--- src/hw/rtl/spi_register_transaction_sequencer_core_defines.svh ---
// assertion macros used by the spi register transaction sequencer rtl
`ifndef SPI_REGISTER_TRANSACTION_SEQUENCER_CORE_DEFINES_SVH
`define SPI_REGISTER_TRANSACTION_SEQUENCER_CORE_DEFINES_SVH

// same-cycle implication, disabled while reset is held
`define SRTS_ASSERT_IMP(lbl, clk, rst_n, ante, cons) \
    lbl: assert property (@(posedge clk) disable iff (!(rst_n)) (ante) |-> (cons)) \
        else $error("srts assertion failed");

// next-cycle implication, disabled while reset is held
`define SRTS_ASSERT_NXT(lbl, clk, rst_n, ante, cons) \
    lbl: assert property (@(posedge clk) disable iff (!(rst_n)) (ante) |=> (cons)) \
        else $error("srts assertion failed");

`endif

--- src/hw/rtl/srts_pkg.sv ---
// types and constants of the spi register transaction sequencer
package srts_pkg;

    // request codes
    localparam logic [2:0] REQ_LOAD  = 3'd0;
    localparam logic [2:0] REQ_WRITE = 3'd1;
    localparam logic [2:0] REQ_READ  = 3'd2;
    localparam logic [2:0] REQ_RXBYTE = 3'd3;
    localparam logic [2:0] REQ_TICK  = 3'd4;

    // sequencer modes, also the reported status
    localparam logic [2:0] MODE_IDLE  = 3'd0;
    localparam logic [2:0] MODE_ADDR  = 3'd1;
    localparam logic [2:0] MODE_WRITE = 3'd2;
    localparam logic [2:0] MODE_READ  = 3'd3;
    localparam logic [2:0] MODE_ERROR = 3'd4;

    // configuration register indexes
    localparam logic CFG_TIMEOUT = 1'b0;
    localparam logic CFG_DUMMY   = 1'b1;

    localparam logic [15:0] TIMEOUT_RST = 16'd2000;
    localparam logic [7:0]  DUMMY_RST   = 8'hFF;
    localparam logic [7:0]  WRITE_FLAG  = 8'h80;

    // one result beat before the store byte is merged in
    typedef struct packed {
        logic       send_valid;
        logic [7:0] send_byte;
        logic       send_from_store;
        logic       rx_valid;
        logic [7:0] rx_byte;
        logic [4:0] rx_index;
        logic       cs_active;
        logic [2:0] status;
        logic       done;
    } t_result;

endpackage

--- src/hw/rtl/srts_ram.sv ---
// generic single-port-write, registered-read ram
module srts_ram #(
    parameter int WIDTH = 8,
    parameter int DEPTH = 32
) (
    input  logic                                   i_clk,
    input  logic                                   i_wr_en,
    input  logic [$clog2(DEPTH > 1 ? DEPTH : 2)-1:0] i_wr_addr,
    input  logic [WIDTH-1:0]                       i_wr_data,
    input  logic                                   i_rd_en,
    input  logic [$clog2(DEPTH > 1 ? DEPTH : 2)-1:0] i_rd_addr,
    output logic [WIDTH-1:0]                       o_rd_data
);

    logic [WIDTH-1:0] r_mem [DEPTH];
    logic [WIDTH-1:0] r_rd_data;

    always_ff @(posedge i_clk) begin
        if (i_wr_en) begin
            r_mem[i_wr_addr] <= i_wr_data;
        end
        if (i_rd_en) begin
            r_rd_data <= r_mem[i_rd_addr];
        end
    end

    assign o_rd_data = r_rd_data;

endmodule

--- src/hw/rtl/srts_ctrl.sv ---
// transaction mode, counters and store access for one request beat
module srts_ctrl #(
    parameter int BUF_DEPTH = 32
) (
    input  logic                                           i_clk,
    input  logic                                           i_rst_n,
    input  logic                                           i_accept,
    input  logic [2:0]                                     i_req_type,
    input  logic [6:0]                                     i_target_addr,
    input  logic [7:0]                                     i_data_byte,
    input  logic [4:0]                                     i_buf_index,
    input  logic [5:0]                                     i_xfer_count,
    input  logic [15:0]                                    i_timeout_ms,
    input  logic [7:0]                                     i_dummy_byte,
    output logic                                           o_wr_en,
    output logic [$clog2(BUF_DEPTH > 1 ? BUF_DEPTH : 2)-1:0] o_wr_addr,
    output logic [7:0]                                     o_wr_data,
    output logic [$clog2(BUF_DEPTH > 1 ? BUF_DEPTH : 2)-1:0] o_rd_addr,
    output srts_pkg::t_result                              o_result
);
    import srts_pkg::*;

    localparam int AW = $clog2(BUF_DEPTH > 1 ? BUF_DEPTH : 2);
    localparam int CW = $clog2(BUF_DEPTH + 1);

    logic [2:0]    r_mode, n_mode;
    logic          r_is_read, n_is_read;
    logic [CW-1:0] r_tx_left, n_tx_left;
    logic [CW-1:0] r_rx_left, n_rx_left;
    logic [AW-1:0] r_tx_pos, n_tx_pos;
    logic [AW-1:0] r_rx_pos, n_rx_pos;
    logic [15:0]   r_elapsed, n_elapsed;
    logic          busy;
    logic [CW-1:0] count;
    t_result       res;

    assign busy = (r_mode == MODE_ADDR) || (r_mode == MODE_WRITE) || (r_mode == MODE_READ);

    // count limited to 1..depth
    always_comb begin
        if (i_xfer_count == 6'd0) begin
            count = CW'(1);
        end else if (32'(i_xfer_count) > BUF_DEPTH) begin
            count = CW'(BUF_DEPTH);
        end else begin
            count = CW'(i_xfer_count);
        end
    end

    always_comb begin
        n_mode    = r_mode;
        n_is_read = r_is_read;
        n_tx_left = r_tx_left;
        n_rx_left = r_rx_left;
        n_tx_pos  = r_tx_pos;
        n_rx_pos  = r_rx_pos;
        n_elapsed = r_elapsed;
        res       = '0;
        o_wr_en   = 1'b0;

        unique case (i_req_type) inside
            REQ_LOAD: begin
                o_wr_en = i_accept && (32'(i_buf_index) < BUF_DEPTH);
            end
            REQ_WRITE, REQ_READ: begin
                if (!busy) begin
                    n_mode         = MODE_ADDR;
                    n_is_read      = (i_req_type == REQ_READ);
                    n_tx_left      = (i_req_type == REQ_READ) ? '0 : count;
                    n_rx_left      = (i_req_type == REQ_READ) ? count : '0;
                    n_tx_pos       = '0;
                    n_rx_pos       = '0;
                    n_elapsed      = '0;
                    res.send_valid = 1'b1;
                    res.send_byte  = (i_req_type == REQ_READ) ? {1'b0, i_target_addr}
                                                              : (WRITE_FLAG | {1'b0, i_target_addr});
                end
            end
            REQ_RXBYTE: begin
                unique case (r_mode)
                    MODE_ADDR: begin
                        res.send_valid = 1'b1;
                        if (r_is_read) begin
                            n_mode        = MODE_READ;
                            res.send_byte = i_dummy_byte;
                        end else begin
                            // first data byte, the answer to the address is dropped
                            n_mode              = MODE_WRITE;
                            res.send_from_store = 1'b1;
                            n_tx_pos            = r_tx_pos + AW'(1);
                            if (r_tx_left != '0) begin
                                n_tx_left = r_tx_left - CW'(1);
                            end
                        end
                    end
                    MODE_WRITE: begin
                        if (r_tx_left != '0) begin
                            res.send_valid      = 1'b1;
                            res.send_from_store = 1'b1;
                            n_tx_pos            = r_tx_pos + AW'(1);
                            n_tx_left           = r_tx_left - CW'(1);
                        end else begin
                            n_mode   = MODE_IDLE;
                            res.done = 1'b1;
                        end
                    end
                    MODE_READ: begin
                        if (r_rx_left != '0) begin
                            res.rx_valid = 1'b1;
                            res.rx_byte  = i_data_byte;
                            res.rx_index = 5'(32'(r_rx_pos));
                            n_rx_pos     = r_rx_pos + AW'(1);
                            n_rx_left    = r_rx_left - CW'(1);
                        end
                        if (n_rx_left == '0) begin
                            n_mode   = MODE_IDLE;
                            res.done = 1'b1;
                        end else begin
                            res.send_valid = 1'b1;
                            res.send_byte  = i_dummy_byte;
                        end
                    end
                    default: begin
                    end
                endcase
            end
            REQ_TICK: begin
                if (busy) begin
                    if (r_elapsed >= i_timeout_ms) begin
                        n_mode   = MODE_ERROR;
                        res.done = 1'b1;
                    end else begin
                        n_elapsed = r_elapsed + 16'd1;
                    end
                end
            end
            default: begin
            end
        endcase

        res.status    = n_mode;
        res.cs_active = (n_mode == MODE_ADDR) || (n_mode == MODE_WRITE)
                        || (n_mode == MODE_READ);
    end

    always_ff @(posedge i_clk) begin
        if (!i_rst_n) begin
            r_mode    <= MODE_IDLE;
            r_is_read <= 1'b0;
            r_tx_left <= '0;
            r_rx_left <= '0;
            r_tx_pos  <= '0;
            r_rx_pos  <= '0;
            r_elapsed <= '0;
        end else if (i_accept) begin
            r_mode    <= n_mode;
            r_is_read <= n_is_read;
            r_tx_left <= n_tx_left;
            r_rx_left <= n_rx_left;
            r_tx_pos  <= n_tx_pos;
            r_rx_pos  <= n_rx_pos;
            r_elapsed <= n_elapsed;
        end
    end

    assign o_wr_addr = AW'(32'(i_buf_index));
    assign o_wr_data = i_data_byte;
    assign o_rd_addr = r_tx_pos;
    assign o_result  = res;

endmodule

--- src/hw/rtl/spi_register_transaction_sequencer_core.sv ---
// top level of the spi register transaction sequencer
// latency: a request beat gives its one result beat on the cycle after acceptance
// throughput: one beat per cycle unless results stall, set by single store reads and writes
// the transmit store read is issued at acceptance and merged at the output register
// reset: synchronous active low, clears mode, counters and the output valid
// the transmit store has no reset and no clearing pass; entries are valid once loaded
`include "spi_register_transaction_sequencer_core_defines.svh"
module spi_register_transaction_sequencer_core #(
    parameter int BUF_DEPTH = 32
) (
    input  logic        i_clk,
    input  logic        i_rst_n,
    // request stream
    input  logic        i_s_tvalid,
    output logic        o_s_tready,
    // target_addr[6:0], data_byte[14:7], buf_index[19:15], xfer_count[25:20], zero pad above
    input  logic [31:0] i_s_tdata,
    // req_type[2:0]
    input  logic [2:0]  i_s_tuser,
    // result stream
    output logic        o_m_tvalid,
    input  logic        i_m_tready,
    // send_valid[0], send_byte[8:1], rx_valid[9], rx_byte[17:10], rx_index[22:18],
    // chip_select_active[23], status[26:24], zero pad above
    output logic [31:0] o_m_tdata,
    // done_res: transaction finished or aborted with this beat
    output logic        o_m_tlast,
    // configuration write channel
    input  logic        i_cfg_valid,
    output logic        o_cfg_ready,
    input  logic        i_cfg_index,
    input  logic [15:0] i_cfg_data
);
    import srts_pkg::*;

    localparam int AW = $clog2(BUF_DEPTH > 1 ? BUF_DEPTH : 2);

    logic          accept;
    logic [15:0]   r_timeout_ms;
    logic [7:0]    r_dummy_byte;
    logic          r_m_valid;
    t_result       r_res;
    t_result       result;
    logic          wr_en;
    logic [AW-1:0] wr_addr;
    logic [7:0]    wr_data;
    logic [AW-1:0] rd_addr;
    logic [7:0]    rd_data;
    logic [7:0]    send_byte;

    // output register parts the two sides; a new beat enters as the old one leaves
    assign o_s_tready = !r_m_valid || i_m_tready;
    assign accept     = i_s_tvalid && o_s_tready;

    // configuration is always taken
    assign o_cfg_ready = 1'b1;

    always_ff @(posedge i_clk) begin
        if (!i_rst_n) begin
            r_timeout_ms <= TIMEOUT_RST;
            r_dummy_byte <= DUMMY_RST;
        end else if (i_cfg_valid) begin
            unique case (i_cfg_index)
                CFG_TIMEOUT: r_timeout_ms <= i_cfg_data;
                CFG_DUMMY:   r_dummy_byte <= i_cfg_data[7:0];
                default:     r_timeout_ms <= r_timeout_ms;
            endcase
        end
    end

    srts_ctrl #(
        .BUF_DEPTH (BUF_DEPTH)
    ) u_ctrl (
        .i_clk         (i_clk),
        .i_rst_n       (i_rst_n),
        .i_accept      (accept),
        .i_req_type    (i_s_tuser),
        .i_target_addr (i_s_tdata[6:0]),
        .i_data_byte   (i_s_tdata[14:7]),
        .i_buf_index   (i_s_tdata[19:15]),
        .i_xfer_count  (i_s_tdata[25:20]),
        .i_timeout_ms  (r_timeout_ms),
        .i_dummy_byte  (r_dummy_byte),
        .o_wr_en       (wr_en),
        .o_wr_addr     (wr_addr),
        .o_wr_data     (wr_data),
        .o_rd_addr     (rd_addr),
        .o_result      (result)
    );

    // loads write and sends read at the accepting edge, so a load is always
    // visible to any later beat and no forwarding path is needed
    srts_ram #(
        .WIDTH (8),
        .DEPTH (BUF_DEPTH)
    ) u_tx_store (
        .i_clk     (i_clk),
        .i_wr_en   (wr_en),
        .i_wr_addr (wr_addr),
        .i_wr_data (wr_data),
        .i_rd_en   (accept),
        .i_rd_addr (rd_addr),
        .o_rd_data (rd_data)
    );

    // result register; read data of the store holds with it while stalled
    always_ff @(posedge i_clk) begin
        if (!i_rst_n) begin
            r_m_valid <= 1'b0;
        end else if (accept) begin
            r_m_valid <= 1'b1;
        end else if (i_m_tready) begin
            r_m_valid <= 1'b0;
        end
    end

    always_ff @(posedge i_clk) begin
        if (accept) begin
            r_res <= result;
        end
    end

    assign send_byte = r_res.send_from_store ? rd_data : r_res.send_byte;

    assign o_m_tvalid = r_m_valid;
    assign o_m_tlast  = r_res.done;
    assign o_m_tdata  = {5'd0, r_res.status, r_res.cs_active, r_res.rx_index,
                         r_res.rx_byte, r_res.rx_valid, send_byte, r_res.send_valid};

    // a finished or aborted transaction always leaves chip select released
    `SRTS_ASSERT_IMP(a_done_releases_cs, i_clk, i_rst_n, r_m_valid && r_res.done,
        !r_res.cs_active)
    // a read byte that does not end the read always clocks in the next one
    `SRTS_ASSERT_IMP(a_rx_continues, i_clk, i_rst_n,
        r_m_valid && r_res.rx_valid && !r_res.done,
        r_res.send_valid && (r_res.status == MODE_READ))
    // store bytes go out only in write mode
    `SRTS_ASSERT_IMP(a_store_in_write, i_clk, i_rst_n, r_m_valid && r_res.send_from_store,
        r_res.send_valid && (r_res.status == MODE_WRITE))
    // every accepted beat shows a result on the next cycle
    `SRTS_ASSERT_NXT(a_accept_gives_result, i_clk, i_rst_n, accept, o_m_tvalid)

endmodule

--- config.mk ---
export PLATFORM = sky130hd
export DESIGN_NAME = spi_register_transaction_sequencer_core
export DESIGN_NICKNAME = d
export VERILOG_FILES = /design/src/hw/rtl/srts_pkg.sv /design/src/hw/rtl/srts_ram.sv /design/src/hw/rtl/srts_ctrl.sv /design/src/hw/rtl/spi_register_transaction_sequencer_core.sv
export VERILOG_INCLUDE_DIRS = /design/src /design/src/hw/rtl
export SDC_FILE = /design/constraint.sdc
export NUM_CORES = 1
export LEC_CHECK = 0
export BUFFER_PORTS_ARGS = -buffer_cell sky130_fd_sc_hd__buf_2
export CORE_ASPECT_RATIO = 1.75
export CORE_MARGIN = 1
export CORE_UTILIZATION = 40
export DETAILED_ROUTE_END_ITERATION = 12
export PLACE_DENSITY_LB_ADDON = 0.1
export RECOVER_POWER = 25
export SLEW_MARGIN = 20
export SYNTH_ARGS = -nofsm -noshare
export SYNTH_HDL_FRONTEND = slang
export SYNTH_SLANG_ARGS = --single-unit
--- constraint.sdc ---
create_clock -name i_clk -period 2.5 [get_ports i_clk]
set_clock_uncertainty 0.2 [all_clocks]
set_input_delay 0.25 -clock i_clk [delete_from_list [all_inputs] [get_ports i_clk]]
set_output_delay 0.25 -clock i_clk [all_outputs]
set_load 0.01 [all_outputs]
==> flow_metrics.env <==
export IMPL_status="finished, violations left"
export IMPL_failed_checks="capacitance limit, slew limit, setup timing"
export IMPL_routedWlPerCell_um=20.86
export IMPL_dr_wl_met2_um=21280
export IMPL_finalWirelength_um=36470
export IMPL_root_buffer="clkbuf_16"
export IMPL_ys_flop_type="edfxtp_1"
export IMPL_antenna_found_initial=0
export IMPL_layout_common_cells="edfxtp_1, buf_4, mux4_2"
export IMPL_layout_commonest_cell="edfxtp_1"
export IMPL_crit_end="u_ctrl.r_elapsed[0]"
export IMPL_maxSlewViolCount=34
export IMPL_yosys_area_share_simple_pct=8.801
export IMPL_netlist_area_um2=15350
export IMPL_muxShareOfSynthArea_pct=13.10
export IMPL_synth_warnings=0
export IMPL_cp_depth=10
export IMPL_grt_overflow=0
export IMPL_routed_via_count=9086
export IMPL_synthAdderAreaFrac_pct=1.793
export IMPL_p_switching_mw=2.784
export IMPL_period_share_pct=102.9
export IMPL_hp_class="in -> reg"
export IMPL_tns_ns=-0.7152
export IMPL_met1_length_um=13250
export IMPL_ant_nets=0
export IMPL_dr_wl_met3_um=971
export IMPL_syn_avg_cell_area_um2=15.10
export IMPL_regToRegStartpoint="u_ctrl.r_elapsed[0]"
export IMPL_hold_viol=0
export IMPL_power_frac_comb_pct=7.7
export IMPL_hpwl_um=25010
export IMPL_synth_compound_area_share_pct=6.397
export IMPL_cp_end_kind="flop"
export IMPL_p_seq_share_pct=52.0
export IMPL_rsz0062_at_grt="true"
export IMPL_multi_input_area_um2=5026
export IMPL_synth_edff_count=293
export IMPL_fillerInstances=3220
export IMPL_whs_ns=0.03029
export IMPL_layout_drive_gt1_share_pct=32.33
export IMPL_maxCapViolCount=2
export IMPL_p_sw_share_pct=21.93
export IMPL_via_per_inst=5.198
export IMPL_maxSlewHeadroom_pct=-1.022
export IMPL_die_h_um=261.2
export IMPL_postSynthCellCount=1017
export IMPL_critPathBufInv=3
export IMPL_diodes=0
export IMPL_grt_pass1_vias=9833
export IMPL_pre_cts_ws_ns=-0.2126
export IMPL_dieWidth_um=150.1
export IMPL_cp_max_fo=4
export IMPL_areaGrowthSynthToFinish_pct=24.59
export IMPL_power_density_nw_per_um2=663.7
export IMPL_crit_top_cell="buf_6"
export IMPL_internal_power_mw=9.912
export IMPL_grt_usage_pct=19.28
export IMPL_dr_pass1_iters=5
export IMPL_ys_ff_latch=360
export IMPL_grt_max_degree=36
export IMPL_worst_pin_slew_ns=1.515
export IMPL_worstSetupStartpoint="u_ctrl.r_elapsed[0]"
export IMPL_dr_max_layer_used="met4"
export IMPL_crit_type="reg -> reg"
export IMPL_clockPowerShare_pct=40.3
export IMPL_core_region_area_um2=37750
export IMPL_reg2reg_depth=10
export IMPL_fin_crit_ns=2.572
export IMPL_path_delay_family="compound AO/OA/AOI/OAI gates"
export IMPL_ff2ff_setup_slack_ns=-0.07
export IMPL_worstPathArrival_ns=2.83
export IMPL_cp_slowest_cell="or4_4"
export IMPL_grt_pass1_wl_um=55980
export IMPL_layout_nets=1320
export IMPL_synthArstFlopShare_pct=0
export IMPL_setup_viol=20
export IMPL_synthXorXnorAreaFrac_pct=0.5134
export IMPL_setup_ws_ns=-0.07213
export IMPL_slowest_delay_ns=0.51
export IMPL_critPathRequiredTime_ns=2.76
export IMPL_ff_latch_area_um2=10150
export IMPL_synth_top_family_by_area="multiplexers"
export IMPL_r2r_end="u_ctrl.r_elapsed[0]"
export IMPL_yosysSeqAreaShare_pct=66.04
export IMPL_cts_buffers=35
export IMPL_leakage_nw=6.583
export IMPL_crit_chain="inv_2 -> ha_4 -> nand2b_4 -> a2111o_1 -> a311oi_4 -> buf_6 -> buf_6 -> nand2_4 -> or4_4 -> a21oi_2"
export IMPL_pin_count=93
export IMPL_clk_pin_slew_ns=0.06
export IMPL_drt_iter0_markers=358
export IMPL_remaining_drc_errors=0
export IMPL_clock_latency_ns=0.54
export IMPL_utilization_pct=50.67
export IMPL_irDropWorstVdd_mv=0.4285
export IMPL_cp_start_kind="flop"
export IMPL_rows=94
export IMPL_portBuffers=80
export IMPL_clock_sinks=360
export IMPL_max_clock_freq_mhz=388.8
export IMPL_htree_levels=2
export IMPL_gp_congestion=0.8450
export IMPL_dieArea_um2=39200
export IMPL_tritoncts="yes"
export IMPL_start_util_pct=40.67
export IMPL_ys_types=63
export IMPL_clockBufferDepth=3
[power groups by stage]
stage          clock network [mW]  registers (mW)  logic, mW
6_report                     5.12            6.60      0.980
2_1_floorplan                   0            6.71      0.490
3_5_place_dp                    0            6.73      0.785
3_3_place_gp                    0            6.73      0.774
4_1_cts                      5.28            6.60      0.969
5_1_grt                      5.48            6.60       1.07
[timing repair]
action,CTS,global route
gates cloned,8,1
hold buffers,43,0
resized for setup,48,34
hold endpoints to repair,40,0
buffers inserted,14,4
setup endpoints to repair,39,41
pin swaps,20,18
[worst reg2reg max path: stages (launching register included)]
cell	delay, ns
dfxtp_2	0.33
inv_2	0.04
ha_4	0.20
nand2b_4	0.12
a2111o_1	0.41
a311oi_4	0.23
buf_6	0.17
buf_6	0.11
nand2_4	0.05
or4_4	0.51
a21oi_2	0.14
[state kept, by name (all words and copies together), names as in the netlist, 3 cells and up]
signal                flops
r_dummy_byte              8
u_ctrl.r_rx_left          6
u_ctrl.o_rd_addr          5
u_ctrl.r_mode             3
u_ctrl.r_elapsed         16
u_ctrl.r_rx_pos           5
u_ctrl.r_tx_left          6
u_tx_store.o_rd_data      8
r_timeout_ms             16
r_res                     9
o_m_tdata                19
u_tx_store.r_mem        256
[synth_stat cells (all sizes together), types with 6 or more instances]
| master | instances | share of area [%] |
|---|---|---|
| mux2 | 16 | 1.2 |
| nor3b | 6 | 0.33 |
| or4 | 13 | 0.64 |
| a21oi | 50 | 1.6 |
| nor2b | 6 | 0.24 |
| nor2 | 73 | 1.8 |
| nand3 | 22 | 0.72 |
| nand4 | 11 | 0.45 |
| buf | 43 | 1.8 |
| and3 | 7 | 0.29 |
| a22o | 9 | 0.51 |
| a211oi | 7 | 0.34 |
| dfxtp | 67 | 8.7 |
| inv | 27 | 0.66 |
| o211ai | 8 | 0.39 |
| o31ai | 10 | 0.49 |
| or2 | 7 | 0.29 |
| edfxtp | 293 | 57 |
| nand2b | 10 | 0.41 |
| ha | 22 | 1.8 |
| and2 | 17 | 0.69 |
| nor3 | 12 | 0.39 |
| nand2 | 75 | 1.8 |
| o21ai | 25 | 0.81 |
| mux4 | 80 | 12 |
| clkbuf | 35 | 0.86 |
[logic make-up after synthesis]
kind of cell             Yosys count
other                              2
multiplexers                      99
adder cells (fa/ha/maj)           22
AO/OA/AOI/OAI                    145
flip-flops                       360
buffers and inverters            106
AND/OR/NAND/NOR                  274
XOR/XNOR                           9
[per-stage QoR]
step	cells	total power, mW	area [um^2]
2_1_floorplan	1021	7.197	15410
3_3_place_gp	1616	7.499	16910
3_5_place_dp	1616	7.513	16910
4_1_cts	1744	12.84	18970
5_1_grt	1748	13.15	19130
6_report	1748	12.70	19130
[cell type report]
| class | instances | share of cell area [%] |
|---|---|---|
| Timing Repair Buffer | 258 | 11.26 |
| Inverter | 28 | 0.5494 |
| Clock buffer | 47 | 4.971 |
| Sequential cell | 360 | 53.08 |
| Clock inverter | 17 | 0.7260 |
| Multi-Input combinational cell | 558 | 26.27 |
| Tap cell | 480 | 3.140 |
[worst min-delay path by stage]
stage          cells past startpoint  slack [ns]        startpoint                endpoint
3_5_place_dp                       2        0.25  r_timeout_ms[13]        r_timeout_ms[13]
2_1_floorplan                      0        0.15      i_s_tdata[7]  u_tx_store.r_mem[0][0]
3_3_place_gp                       2        0.25  r_timeout_ms[11]        r_timeout_ms[11]
5_1_grt                            4        0.05       i_cfg_valid        r_timeout_ms[11]
4_1_cts                            4     0.00007       i_cfg_valid        r_timeout_ms[11]
6_report                           4        0.03       i_cfg_valid        r_timeout_ms[11]
[routing by layer]
layer  global-route usage (%)  vias to the layer above
met5                        0                        -
met4                    6.004                        0
met3                    2.317                       53
met2                    39.21                      145
met1                    19.88                     4523
li1                         -                     4365
(Power assumes the default switching activity.)
